**src/hw/rtl/pfbtw_pkg.sv**
```systemverilog
// shared types, constants and font table for the paged frame buffer text writer
package pfbtw_pkg;

  localparam int unsigned PAGES_DEF   = 8;
  localparam int unsigned COLUMNS_DEF = 128;
  localparam int unsigned GLYPH_W     = 5;
  localparam int unsigned FIRST_CHAR  = 32;
  localparam int unsigned LAST_CHAR   = 126;

  typedef enum logic [3:0] {
    OP_WRITE   = 4'd0,
    OP_APPEND  = 4'd1,
    OP_PIXEL   = 4'd2,
    OP_CHAR    = 4'd3,
    OP_GOTO    = 4'd4,
    OP_CLR_PG  = 4'd5,
    OP_INV_PG  = 4'd6,
    OP_READ    = 4'd7,
    OP_CLR_ALL = 4'd8
  } opcode_t;

  typedef struct packed {
    logic [3:0] opcode;
    logic [7:0] data_byte;
    logic       invert_flag;
    logic [6:0] column;
    logic [5:0] pixel_row;
    logic [6:0] char_code;
    logic [2:0] page;
  } in_item_t;

  typedef struct packed {
    logic [7:0] read_data;
    logic [2:0] cursor_page;
    logic [6:0] cursor_column;
    logic       bad_char;
  } out_item_t;

  // datapath step selected by the controller
  typedef enum logic [2:0] {
    DP_NONE  = 3'd0,
    DP_LOAD  = 3'd1,  // latch item, set cursor per opcode
    DP_RDREQ = 3'd2,  // issue memory read at cursor or read address
    DP_WRITE = 3'd3,  // write computed byte at cursor, advance
    DP_CLEAR = 3'd4,  // clearing sweep step
    DP_DONE  = 3'd5   // build result
  } dp_op_t;

  typedef struct packed {
    dp_op_t op;
  } dp_cmd_t;

  typedef struct packed {
    logic [3:0] opcode;
    logic       last_byte;   // glyph or page walk at its final byte; always set for other opcodes
    logic       sweep_last;  // clearing sweep at final entry
  } dp_stat_t;

  function automatic logic [7:0] glyph_col(input logic [6:0] idx, input logic [2:0] c);
    logic [39:0] g;
    unique case (idx)
      7'd0: g = 40'h0000000000; 7'd1: g = 40'h00005F0000; 7'd2: g = 40'h0007000700;
      7'd3: g = 40'h147F147F14; 7'd4: g = 40'h242A7F2A12; 7'd5: g = 40'h2313086462;
      7'd6: g = 40'h3649552250; 7'd7: g = 40'h0005030000; 7'd8: g = 40'h001C224100;
      7'd9: g = 40'h0041221C00; 7'd10: g = 40'h082A1C2A08; 7'd11: g = 40'h08083E0808;
      7'd12: g = 40'h0050300000; 7'd13: g = 40'h0808080808; 7'd14: g = 40'h0060600000;
      7'd15: g = 40'h2010080402; 7'd16: g = 40'h3E5149453E; 7'd17: g = 40'h00427F4000;
      7'd18: g = 40'h4261514946; 7'd19: g = 40'h2141454B31; 7'd20: g = 40'h1814127F10;
      7'd21: g = 40'h2745454539; 7'd22: g = 40'h3C4A494930; 7'd23: g = 40'h0171090503;
      7'd24: g = 40'h3649494936; 7'd25: g = 40'h064949291E; 7'd26: g = 40'h0036360000;
      7'd27: g = 40'h0056360000; 7'd28: g = 40'h0008142241; 7'd29: g = 40'h1414141414;
      7'd30: g = 40'h4122140800; 7'd31: g = 40'h0201510906; 7'd32: g = 40'h324979413E;
      7'd33: g = 40'h7E1111117E; 7'd34: g = 40'h7F49494936; 7'd35: g = 40'h3E41414122;
      7'd36: g = 40'h7F4141221C; 7'd37: g = 40'h7F49494941; 7'd38: g = 40'h7F09090101;
      7'd39: g = 40'h3E41415132; 7'd40: g = 40'h7F0808087F; 7'd41: g = 40'h00417F4100;
      7'd42: g = 40'h2040413F01; 7'd43: g = 40'h7F08142241; 7'd44: g = 40'h7F40404040;
      7'd45: g = 40'h7F0204027F; 7'd46: g = 40'h7F0408107F; 7'd47: g = 40'h3E4141413E;
      7'd48: g = 40'h7F09090906; 7'd49: g = 40'h3E4151215E; 7'd50: g = 40'h7F09192946;
      7'd51: g = 40'h4649494931; 7'd52: g = 40'h01017F0101; 7'd53: g = 40'h3F4040403F;
      7'd54: g = 40'h1F2040201F; 7'd55: g = 40'h7F2018207F; 7'd56: g = 40'h6314081463;
      7'd57: g = 40'h0304780403; 7'd58: g = 40'h6151494543; 7'd59: g = 40'h00007F4141;
      7'd60: g = 40'h0204081020; 7'd61: g = 40'h41417F0000; 7'd62: g = 40'h0402010204;
      7'd63: g = 40'h4040404040; 7'd64: g = 40'h0001020400; 7'd65: g = 40'h2054545478;
      7'd66: g = 40'h7F48444438; 7'd67: g = 40'h3844444420; 7'd68: g = 40'h384444487F;
      7'd69: g = 40'h3854545418; 7'd70: g = 40'h087E090102; 7'd71: g = 40'h081454543C;
      7'd72: g = 40'h7F08040478; 7'd73: g = 40'h00447D4000; 7'd74: g = 40'h2040443D00;
      7'd75: g = 40'h007F102844; 7'd76: g = 40'h00417F4000; 7'd77: g = 40'h7C04180478;
      7'd78: g = 40'h7C08040478; 7'd79: g = 40'h3844444438; 7'd80: g = 40'h7C14141408;
      7'd81: g = 40'h081414187C; 7'd82: g = 40'h7C08040408; 7'd83: g = 40'h4854545420;
      7'd84: g = 40'h043F444020; 7'd85: g = 40'h3C4040207C; 7'd86: g = 40'h1C2040201C;
      7'd87: g = 40'h3C4030403C; 7'd88: g = 40'h4428102844; 7'd89: g = 40'h0C5050503C;
      7'd90: g = 40'h4464544C44; 7'd91: g = 40'h0008364100; 7'd92: g = 40'h00007F0000;
      7'd93: g = 40'h0041360800; 7'd94: g = 40'h0201030201;
      default: g = 40'h0000000000;
    endcase
    unique case (c)
      3'd0: glyph_col = g[39:32];
      3'd1: glyph_col = g[31:24];
      3'd2: glyph_col = g[23:16];
      3'd3: glyph_col = g[15:8];
      3'd4: glyph_col = g[7:0];
      default: glyph_col = 8'h00;
    endcase
  endfunction

endpackage

```
**src/hw/rtl/pfbtw_ctrl.sv**
```systemverilog
// controller state machine sequencing the frame buffer datapath
module pfbtw_ctrl (
  input  logic               clk,
  input  logic               rst_n,
  input  logic               in_valid,
  output logic               in_stall,
  output logic               out_valid,
  input  logic               out_stall,
  input  pfbtw_pkg::dp_stat_t stat,
  output pfbtw_pkg::dp_cmd_t  cmd
);
  import pfbtw_pkg::*;

  typedef enum logic [6:0] {
    S_SWEEP = 7'b0000001,
    S_IDLE  = 7'b0000010,
    S_DISP  = 7'b0000100,
    S_RD    = 7'b0001000,
    S_WR    = 7'b0010000,
    S_FIN   = 7'b0100000,
    S_OUT   = 7'b1000000
  } state_t;

  state_t state_r, state_nxt;

  assign in_stall  = (state_r != S_IDLE);
  assign out_valid = (state_r == S_OUT);

  always_comb begin
    state_nxt = state_r;
    cmd.op    = DP_NONE;
    unique case (state_r)
      S_SWEEP: begin
        cmd.op = DP_CLEAR;
        if (stat.sweep_last) state_nxt = S_FIN;
      end
      S_IDLE: begin
        if (in_valid) begin
          cmd.op    = DP_LOAD;
          state_nxt = S_DISP;
        end
      end
      S_DISP: begin
        priority case (stat.opcode)
          OP_WRITE, OP_CHAR, OP_CLR_PG: state_nxt = S_WR;
          OP_APPEND, OP_PIXEL, OP_INV_PG, OP_READ: begin
            cmd.op    = DP_RDREQ;
            state_nxt = S_RD;
          end
          OP_CLR_ALL: state_nxt = S_SWEEP;
          default: state_nxt = S_FIN;
        endcase
      end
      S_RD: begin
        state_nxt = (stat.opcode == OP_READ) ? S_FIN : S_WR;
      end
      S_WR: begin
        cmd.op = DP_WRITE;
        if (stat.last_byte) state_nxt = S_FIN;
        else if (stat.opcode == OP_CHAR || stat.opcode == OP_CLR_PG) state_nxt = S_WR;
        else state_nxt = S_DISP;
      end
      S_FIN: begin
        cmd.op    = DP_DONE;
        state_nxt = S_OUT;
      end
      S_OUT: begin
        if (!out_stall) state_nxt = S_IDLE;
      end
      default: state_nxt = S_IDLE;
    endcase
  end

  always_ff @(posedge clk) begin
    if (!rst_n) state_r <= S_SWEEP;
    else        state_r <= state_nxt;
  end
endmodule

```
**config.mk**
```make
export PLATFORM = sky130hd
export DESIGN_NAME = pfbtw_ctrl
export DESIGN_NICKNAME = d
export VERILOG_FILES = /design/src/hw/rtl/pfbtw_pkg.sv /design/src/hw/rtl/pfbtw_ctrl.sv
export SDC_FILE = /design/constraint.sdc
export NUM_CORES = 1
export LEC_CHECK = 0
export ABC_AREA = 1
export BUFFER_PORTS_ARGS = -buffer_cell sky130_fd_sc_hd__buf_4
export CAP_MARGIN = 15
export CORE_AREA = 8 8 45 47
export CTS_CLUSTER_DIAMETER = 60
export DETAILED_ROUTE_END_ITERATION = 8
export DIE_AREA = 0 0 53 55
export PLACE_DENSITY_LB_ADDON = 0.1
export SYNTH_ARGS = -nofsm -noshare
export SYNTH_HDL_FRONTEND = slang
export SYNTH_SLANG_ARGS = --single-unit
```
**constraint.sdc**
```tcl
create_clock -name clk -period 1.6 [get_ports clk]
set_input_delay 0.24 -clock clk [delete_from_list [all_inputs] [get_ports clk]]
set_output_delay 0.24 -clock clk [all_outputs]
set_load 0.02 [all_outputs]
```
==> results by stage, run 1 <==
STA:
- The final count of pins violating max slew is 0.
- The final-report hold violation count came to 0.
- The portion of the clock cycle consumed by the worst path in the final layout is a little over nine tenths.
- The setup-violating endpoint count in the final report is 0.
- For the pin with the worst max-slew slack, the measured transition is around 220 ps.
- Between clock sinks in the finished design, the worst skew comes to 2.89 ps.
- Static timing analysis puts the maximum clock frequency at ~0.66 GHz.
- Setup repair after global routing could not meet its margin everywhere.
- Setup total negative slack on the finished layout was measured at 0 ps.
- The smallest clock period supported by the final layout is computed as ~1500 ps.
- Measured against its own limit, the worst slew margin works out to between 80% and 90%.

Die:
- The initial utilization of the core area, before any placement, comes to approximately 45%.
- The floorplan has 14 rows.
- The placeable core region is around 0.0014 mm2.
- The height of the die is about 55 um.
- The die covers 0.00292 mm2.
- The die outline width is around 53 um.
- The number of top-level pins is 15.

Critical path:
- The worst setup path is captured at an output pin.
- The slack of the worst reg-to-reg path is roughly 400 ps.
- The kind of cell with the highest combined delay along the critical path is simple AND/OR/NAND/NOR gates.
- Along the worst path, the maximum fanout reaches 4.
- The cell with the largest stage delay on the worst path is dfxtp_1.
- The startpoint type of the worst setup path is a flop.
- The critical path class is flop to output pin.
- The largest stage delay on the critical path is approximately 370 ps.
- The required time at the worst-slack endpoint is between 1000 and 1500 ps.
- Traced cell by cell, the critical path runs through nor2_4 -> nand2_2 -> nor2_4 -> nand2_1 -> nand2_1 -> buf_4.
- The number of buffers and inverters on the critical path is 1.
- The critical path data arrival time is between 1000 and 1500 ps.

Placed design:
- The detailed-placement wirelength estimate is around 1300 um.
- The congestion estimate from routability-driven global placement came to a little under 0.9.
- The count of input and output buffers is 14.
- The number of cells in the design after placement is between 100 and 150.
- After detailed placement, the total cell area comes to ~750 um2.

Synth:
- The synthesized netlist cell count is ~110.
- The number of nets in the synthesized netlist is around 120.
- Synthesis inferred 7 register bits.
- The sequential area share after synthesis is between 20% and 30%.
- The post-synthesis cell type count is 19.
- Summed over all instances, the cell type with the most area after synthesis is dfxtp_1.
- Ranked by total cell area, the synthesized netlist is headed by dfxtp_1 (23%), nand2_1 (20%), nor2_1 (15%).
- The most common cell in the netlist is nand2_1.
- In the synthesized netlist the dominant register cell turns out to be dfxtp_1.
- The total standard cell area after synthesis is between 600 and 700 um2.
- Sorting the synthesized cells by how often they occur yields nand2_1 (33), nor2_1 (24), nand3_1 (11).
- The number of enable-type register cells in the synthesized netlist is 0.
- The Yosys step of the flow raised 0 warnings.
- The share of the synthesized area in the top cell type is 22.6%.
- Counting flops with an async set or reset pin after synthesis yields a share of 0%.
- The average size of a mapped cell is 5.59 um2.

Routing:
- Once detail routing completed, the nets flagged for antenna violations numbered 0.
- The initial detailed-routing violation count is 11.
- The detail-routed net length per standard cell is 10.4 um.
- The number of optimization iterations in the first detailed-route pass is 4.
- The DRC violation count after routing is 0.
- In the routed layout, each cell is associated on average with a via count of 4.98.
- The wire length after detailed routing is around 1500 um.
- For this block, the via count after detailed routing is between 700 and 800.

Power and ir drop:
- The total power density per cell area is slightly above 800 mW/mm2.
- Sequential cells account for 32.2% of the total power.
- In this run the static leakage power is 0.412 nW.
- The total power consumption of the routed design is around 0.67 mW.
- Of the total power, the share spent switching nets is 39.9%.
- The clock share of power is approximately a quarter.
- The maximum resistive drop on vdd is 0.000466 V.
- For this design the total switching power over the nets is 0.266 mW.
- The proportion of power drawn by combinational gates is roughly 44%.
- Internal power comes to around 0.4 mW.

Final layout:
- The final layout contains 140 nets.
- The count of fill cells added during filler insertion is roughly 150.
- The register containing the most flip-flops in the final layout is state_r.
- The core occupancy in the finished layout is around three fifths.
- The antenna cell count is 0.
- The synthesis-to-layout area growth is 29.8%.
- The largest registers in the layout are state_r (7).
- The post-route netlist has 35.7% of its cells at a drive strength greater than 1.
- Once layout is complete, the cells apart from fillers number between 100 and 150.
- Once layout is done, the placed cells without fillers occupy ~810 um2.
- The flip-flop count of the largest register after layout is 7.

Clocking:
- Counting every sink on the clock net gives 7.
- The TritonCTS clock tree is done.
- The cell sitting at the root of the clock tree is a clkbuf_4.
- The post-CTS setup buffer count is 0.
- The count of hold-fix buffers inserted at cts is 0.
- In this run the number of H-tree levels came out at 1.
- The register clock-pin slew on the reported worst setup and hold paths is roughly 50 ps.
- For the worst-skew pair, the clock arrives at the later sink with an insertion delay of between 200 and 300 ps.
- The number of buffers on the longest clock path is 2.
- Counting the buffers created by CTS gives 3.

Run status:
- The run finished with clean final reports.

GRT:
- The number of antenna violations at the first check in global routing is 0.
- Across every metal layer, demand over resource in global routing totals between 10 and 15%.
- Global routing finished with a remaining overflow of 0.
- The first-pass GRT wire length is between 2000 and 3000 um.
- The maximum number of pins on one net before global-route repair is 7.
- The number of global-route vias before repair is between 600 and 700.

Hold path:
- The tightest min-delay check is of the input pin to flop type.

Job:
- The count of maximum capacitance violations is 0.
## what timing repair did
item,in CTS,in global routing
gates resized for setup,1,10
pin swaps,0,2
setup endpoints to repair,1,3
## path summary, 6_finish.rpt
check,from,end,depth (start not counted)
max,state_r[6],cmd[1],6
min,rst_n,state_r[0],2
max reg2reg,state_r[3],state_r[3],7
min reg2reg,state_r[5],state_r[6],4
## cell type report
type / count / area, um2 / share of cell area (%)
tap: 16 / 20.0 / 2.48
sequential: 7 / 141 / 17.5
clock buffer: 4 / 26.3 / 3.26
inverter: 15 / 56.3 / 6.99
timing repair buffer: 14 / 105 / 13.0
multi-input combinational: 89 / 457 / 56.7
## metrics by stage
stage	setup WS [ps]	hold WS, ps
5_1_grt	-7.61	205
3_5_place_dp	272	468
4_1_cts	22.1	208
3_3_place_gp	271	467
6_report	75.7	210
2_1_floorplan	329	325
## power groups by stage
stage | clock network (mW) | registers (mW) | logic (mW)
floorplan | 0 | 0.211 | 0.197
global placement | 0 | 0.214 | 0.276
detailed placement | 0 | 0.214 | 0.277
CTS | 0.163 | 0.210 | 0.281
global route | 0.171 | 0.217 | 0.330
finish | 0.158 | 0.214 | 0.294
## logic make-up after synthesis
group | after synthesis | share of synthesized area [%]
buffers and inverters | 15 | 9.07
flip-flops | 7 | 22.6
AO/OA/AOI/OAI | 4 | 3.22
AND/OR/NAND/NOR | 85 | 65.1
## routing by layer
metal	vias up	wire length (um)	GRT usage (%)
li1	382	-	-
met1	316	692	13.4
met2	19	724	19.5
met3	5	54	1.07
met4	0	41	7.76
met5	-	0	0
## placed cells by master, fill, tap and decap left out, drive strengths merged, types with 2 or more instances in the layout
master	instances
nand3b	2
dfxtp	7
nand2	37
clkbuf	4
nor2	30
inv	15
nand3	13
buf	14
o21ai	2
a21oi	2
## worst register-to-register path, stage by stage, from the launching register on
cell and delay [ps]:
dfxtp_1 410, nor2_1 80, nand2_2 110, inv_2 60
nand3_2 90, nand2_2 60, nor2_2 150, nor3b_2 170
No activity file was read; power rests on OpenSTA's default activity.
==> run 2: changes to the inputs <==
Settings changed: PLACE_DENSITY set to 0.71, PLACE_DENSITY_LB_ADDON 0.1 to not set.
==> run 2 against run 1 <==
  * Clock skew increased by 3.0 ps
  * Die area stayed put
  * Setup slack lost 22 ps
  * Total power increased by 2.5%
  * Largest cell class unchanged
  * Largest power group unchanged
==> results by stage, run 2 (synthesis results as in run 1) <==
Die:
- The die outline area is 0.00292 mm2 (unchanged).
- The placeable core region is 0.00138 mm2 (unchanged).
- The starting density of the core is 44.8% (unchanged).
- The site row count was 14 (unchanged).
- The height of the die is 55 um (unchanged).
- The die outline width is 53 um (unchanged).
- The number of top-level pins is 15 (unchanged).

Clocking:
- The TritonCTS clock tree is done.
- The number of H-tree levels is 1 (unchanged).
- The clock latency at the later pin of the worst-skew pair is 260 ps (about the same).
- The cell sitting at the root of the clock tree is a clkbuf_4.
- The number of buffers created by CTS was 3 (unchanged).
- The clock sink total is 7 (unchanged).
- The count of hold-fix buffers inserted at cts is 0 (unchanged).
- The number of buffers on the longest clock path was 2 (unchanged).
- The register clock-pin slew on the reported worst setup and hold paths is 50 ps (about the same).

Critical path:
- The critical path endpoint category is an output pin.
- The critical path class is flop to output pin.
- The largest fanout of any net on the critical path is 4 (unchanged).
- The worst setup path is launched from a flop.
- The largest stage delay on the critical path was 340 ps (-30 ps).
- The count of buffering cells on the critical path with inverters included is 1 (unchanged).
- The required time at the worst-slack endpoint is 1360 ps (about the same).
- The critical path data arrival time was 1310 ps (+30 ps).
- Walking the worst path, the cells encountered are nor2_4 -> nand2_2 -> nor2_2 -> nor2_2 -> nand2_1 -> buf_4.
- In this design, the critical path's most frequently occurring cell is nor2_2.
- The largest individual stage delay along the critical path comes from the cell dfxtp_1.
- Among cell families on the critical path, the largest total delay comes from simple AND/OR/NAND/NOR gates.

STA:
- The worst slew margin relative to its limit was 86.9% (+2.0 points).
- The portion of the clock cycle consumed by the worst path in the final layout is 96.6% (+1.4 points).
- The setup-violating endpoint count in the final report was 0 (unchanged).
- The final count of pins violating max slew is 0 (unchanged).
- The setup TNS after final layout came to 0 ps (unchanged).
- The achievable frequency came to 0.647 GHz (-1.4%).
- The minimum period implied by the final worst setup slack came to 1550 ps (+22.0 ps).
- The worst hold slack is 195 ps (-15.3 ps).
- The final-report hold violation count is 0 (unchanged).
- The worst setup skew after layout is 5.91 ps (+3.01 ps).
- Setup repair after global routing could not meet its margin everywhere.
- The slew of the pin with the lowest slew margin is 194 ps (-29.6 ps).

Final layout:
- The synthesis-to-layout area growth is 32.1%.
- The footprint of the flip-flops and latches is 145 um2 (+2.7%).
- The count of fill cells added during filler insertion is 135 (-7.5%).
- Counting flops per register, the top entry is state_r.
- The flip-flop count of the largest register after layout was 7 (unchanged).
- The library cells used most frequently in the layout, excluding fill and tap cells, are nand2_1 (32), nor2_1 (18), buf_4 (16).
- The library cell used most frequently in the layout, excluding fill and tap cells, is nand2_1.
- In the final layout, the registers with the most flip-flops are state_r (7).
- The fraction of layout cells with a size suffix above 1 is 38.9% (+3.3 points).
- The core occupancy in the finished layout is 59.2% (+0.99 points).
- The number of nets in the final layout is 142 (+1.4%).
- The antenna cell count is 0 (unchanged).
- The area of combinational cells with multiple inputs is 452 um2 (-1.1%).

Hold path:
- The path class of the tightest hold or removal check is input pin to flop.

Power and ir drop:
- The total power density per cell area is 833 mW/mm2 (+0.74%).
- The maximum resistive drop on vdd is 0.000444 V (-4.8%).
- The leakage power summed over all cells came to 0.422 nW (+2.4%).

GRT:
- The number of global-route vias before repair is 742 (+14%).
- The number of antenna violations at the first check in global routing was 0 (unchanged).
- The overall track demand over capacity in global routing is 13.0% (+1.5 points).
- The maximum number of pins on one net before global-route repair is 7 (unchanged).
- The total overflow reported by the global router is 0 (unchanged).
- The first-pass GRT wire length is 2850 um (+12%).

Routing:
- The initial detailed-routing violation count is 36 (+25).
- The DRC violation count after routing was 0 (unchanged).
- The via density per instance was 5.16 (+3.7%).
- The via count of the routed design is 759 (+5.1%).
- The wire length after detailed routing is 1820 um (+21%).
- The number of optimization iterations in the first detailed-route pass is 4 (unchanged).
- The detail-routed net length per standard cell is 12.4 um (+19%).
- The number of antenna-violating nets in the routed design is 0 (unchanged).

Job:
- The count of maximum capacitance violations is 0 (unchanged).

Placed design:
- The count of input and output buffers is 14 (unchanged).
- The weighted congestion reported at the end of routability-driven placement is 0.868 (-1.3%).
- The detailed-placement wirelength estimate came to 1360 um (+2.1%).

Run status:
- The flow ran to the end, and the final reports show no timing, DRC or antenna violations.
-- run 2: cell count changes in the layout (fill, tap and decap cells not counted), sizes merged --
| cell | delta |
|---|---|
| buf | +2 |
-- run 2: final timing paths --
kind              start         end  slack [ps]  depth (start not counted)
min reg2reg  state_r[5]  state_r[6]         670                          4
max          state_r[0]      cmd[0]          50                          6
max reg2reg  state_r[4]  state_r[2]         340                          8
min               rst_n  state_r[4]         200                          3
-- run 2: routing by layer --
metal	GRT usage [%]	routed length, um	share of wire [%]
met2	23.4	945	52
met4	10.3	63	3.5
met1	12.5	703	39
met5	0	0	0
met3	2.94	110	6.0
-- run 2: layout make-up --
| class | instances | share of cell area, % |
|---|---|---|
| tap | 16 | 2.44 |
| clock buffer | 4 | 3.21 |
| inverter | 15 | 6.87 |
| sequential | 7 | 17.7 |
| timing repair buffer | 16 | 14.7 |
| multi-input combinational | 89 | 55.1 |
-- run 2: report_power, final --
group	total (mW)	internal (mW)	leakage [nW]	switching, mW
Clock	0.163	0.0953	0.0150	0.0674
Sequential	0.217	0.195	0.0590	0.0221
Combinational	0.303	0.113	0.348	0.190
Total	0.682	0.402	0.422	0.280
-- run 2: tightest hold or removal path, stage by stage --
cell     delay, ps
buf_4          100
nand2_1         50
inv_1           40
-- run 2: per-stage QoR --
step	instances	instance area (um2)	worst slack [ps]	power [mW]
floorplan	111	621	329	0.407
global placement	141	746	247	0.490
detailed placement	141	746	247	0.492
CTS	146	785	41.5	0.655
global route	147	820	-36.8	0.728
finish	147	820	53.7	0.682
-- run 2: repair_timing --
item	in CTS	in global routing
gates resized for setup	1	12
buffers inserted	1	1
endpoints found under the setup margin	1	3
gates cloned	0	0
pin swaps	1	1
==> run 3: changes to the inputs <==
Clock period 1.6 ns to 2 ns, I/O delays scaled along.
==> run 3 against run 2 <==
  * Utilization shrank 3.4 points
  * Combinational power decreased by 25%
  * Clock skew grew 6.5 ps
  * Largest power group unchanged
  * Sequential share of layout area rose by 0.44 points
==> results by stage, run 3 (synthesis results as in run 1) <==
STA:
- Setup repair after global routing left no endpoint under its margin.
- The worst slew margin relative to its limit was 84.2% (-2.8 points).
- The setup-violating endpoint count in the final report came to 0 (unchanged).
- The final count of pins violating max slew is 0 (unchanged).
- The portion of the clock cycle consumed by the worst path in the final layout is a little over four fifths.
- The final-report hold violation count is 0 (unchanged).
- The slew of the pin with the lowest slew margin was 237 ps (+42.6 ps).
- The worst setup skew after layout is 12.4 ps (+6.52 ps).
- The setup TNS after final layout was 0 ps (unchanged).
- The worst hold slack is 271 ps (+75.7 ps).
- The achievable frequency is ~0.6 GHz.
- For the finished layout, the period the worst path requires is about 1700 ps.

Final layout:
- The fraction of layout cells with a size suffix above 1 came to 29.5% (-9.5 points).
- The footprint of the flip-flops and latches came to 140 um2 (-3.4%).
- The antenna cell count is 0 (unchanged).
- The area of combinational cells with multiple inputs is 424 um2 (-6.1%).
- The register containing the most flip-flops in the final layout is state_r.
- The number of nets in the final layout is 140 (-1.4%).
- The area growth from synthesis to layout is 24.4%.
- The most common library cell in the layout ignoring fill and taps is nand2_1.
- The finished layout cell area was 772 um2 (-5.8%).
- The largest registers in the layout are state_r (7).
- In the layout the commonest cells are nand2_1 (33), nor2_1 (24), buf_4 (14).
- The flip-flop count of the largest register after layout came to 7 (unchanged).
- The count of fill cells added during filler insertion is 142 (+5.2%).

Placed design:
- The count of input and output buffers is 14 (unchanged).
- The area after detailed placement was 746 um2 (unchanged).
- The detailed-placement wirelength estimate is 1390 um (+2.3%).
- The weighted congestion reported at the end of routability-driven placement is 0.877 (+0.98%).

Clocking:
- The number of buffers on the longest clock path came to 2 (unchanged).
- The count of hold-fix buffers inserted at cts came to 0 (unchanged).
- The clock latency at the later pin of the worst-skew pair is 260 ps (about the same).
- The number of H-tree levels is 1 (unchanged).
- The register clock-pin slew on the reported worst setup and hold paths is 60 ps (about the same).
- Clock tree synthesis selected as its root buffer the cell clkbuf_4.
- The number of buffers created by CTS is 3 (unchanged).
- The number of cells upsized or downsized after cts is 0 (-1).
- The post-CTS setup buffer count is 0 (-1).
- The TritonCTS clock tree is done.
- The clock sink total is 7 (unchanged).

Critical path:
- The cell with the largest stage delay on the worst path is dfxtp_1.
- The cell repeated most along the worst path is nand2_1.
- The count of buffering cells on the critical path with inverters included is 1 (unchanged).
- The worst setup path is launched from a flop.
- The largest fanout of any net on the critical path was 4 (unchanged).
- The slack of the worst reg-to-reg path was 770 ps (+430 ps).
- The required time at the worst-slack endpoint is 1700 ps (+340 ps).
- The largest stage delay on the critical path is 350 ps (about the same).
- The worst setup path is captured at an output pin.
- The worst setup path is of the flop to output pin kind.
- The kind of cell with the highest combined delay along the critical path is simple AND/OR/NAND/NOR gates.
- The critical path data arrival time is 1370 ps (+60 ps).
- Traced cell by cell, the critical path runs through nor2_2 -> nand2_1 -> nor2_2 -> nand2_1 -> nand2_1 -> buf_4.

Hold path:
- In this run the worst hold path is classified as input pin to flop.

Power and ir drop:
- The switching power is 0.214 mW (-24%).
- The leakage power summed over all cells is 0.410 nW (-2.8%).
- The total power density per cell area is 683 mW/mm2 (-18%).
- The clock share of power is 25.2% (+1.3 points).
- The proportion of power drawn by combinational gates is 42.9% (-1.5 points).
- The net switching share of the total power came to 40.5% (-0.52 points).
- The maximum resistive drop on vdd is 0.000362 V (-18%).
- The register share of total power is 32.0% (+0.2 points).
- The total internal power is 0.314 mW (-22%).

Die:
- The number of top-level pins was 15 (unchanged).
- The die outline area was 0.00292 mm2 (unchanged).
- The site row count was 14 (unchanged).
- The die outline width is 53 um (unchanged).
- The placeable core region came to 0.00138 mm2 (unchanged).
- The starting density of the core is 44.8% (unchanged).
- The height of the die is 55 um (unchanged).

Routing:
- The DRC violation count after routing came to 0 (unchanged).
- The wire length after detailed routing is 1670 um (-8.5%).
- The detail-routed net length per standard cell is 11.5 um (-7.2%).
- The initial detailed-routing violation count is 21 (-42%).
- The via count of the routed design is 732 (-3.6%).
- The via density per instance is 5.05 (-2.2%).
- The number of optimization iterations in the first detailed-route pass is 4 (unchanged).
- The number of antenna-violating nets in the routed design is 0 (unchanged).

GRT:
- The overall track demand over capacity in global routing came to 12.9% (-0.048 points).
- The total overflow reported by the global router is 0 (unchanged).
- The number of global-route vias before repair is 669 (-9.8%).
- The maximum number of pins on one net before global-route repair was 7 (unchanged).
- The first-pass GRT wire length was 2690 um (-5.5%).
- The number of antenna violations at the first check in global routing is 0 (unchanged).

Job:
- The count of maximum capacitance violations is 0 (unchanged).

Run status:
- The flow ran to the end, and the final reports show no timing, DRC or antenna violations.
-- run 3: cell count changes in the layout (fill, tap and decap cells not counted) --
cell | previous run | this run
dfxtp_2 | 4 | 0
nor2_4 | 3 | 1
buf_4 | 16 | 14
nor2_1 | 18 | 24
nor2_2 | 9 | 5
nand2_1 | 32 | 33
nand2_2 | 4 | 3
dfxtp_1 | 3 | 7
-- run 3: cell type report --
cell class | count | share of cell area (%)
clock buffer | 4 | 3.40
inverter | 15 | 7.29
multi-input combinational | 89 | 54.9
sequential | 7 | 18.2
tap | 16 | 2.59
timing repair buffer | 14 | 13.6
-- run 3: final timing paths --
path              startpoint         end  cells after the start
setup reg to reg  state_r[1]  state_r[3]                      7
hold / removal         rst_n  state_r[4]                      3
setup / recovery  state_r[4]      cmd[1]                      6
hold reg to reg   state_r[5]  state_r[6]                      4
-- run 3: worst min-delay path: cells and delay by family --
kind	cells	cell delay (ps)
AND/OR/NAND/NOR	1	50
buffers and inverters	2	150
-- run 3: stage by stage --
step                      cells  power [mW]  setup WS (ps)  util, %
after global routing        145       0.564            213     55.8
after global placement      141       0.392            612     53.9
after detailed placement    141       0.395            632     53.9
after CTS                   145       0.524            354     55.8
after floorplan             111       0.326            669        -
final                       145       0.527            327     55.8
-- run 3: per-layer routing --
metal  wire (um)  global-route usage, %
met1         727                   13.0
met2         839                   22.3
met3          59                   3.74
met4          42                   9.91
met5           0                      0
-- run 3: power groups by stage --
stage,clock network (mW),logic [mW],registers (mW)
final,0.133,0.226,0.169
after global routing,0.141,0.253,0.170
after CTS,0.132,0.225,0.168
after detailed placement,0,0.224,0.171
after global placement,0,0.221,0.170
after floorplan,0,0.157,0.169
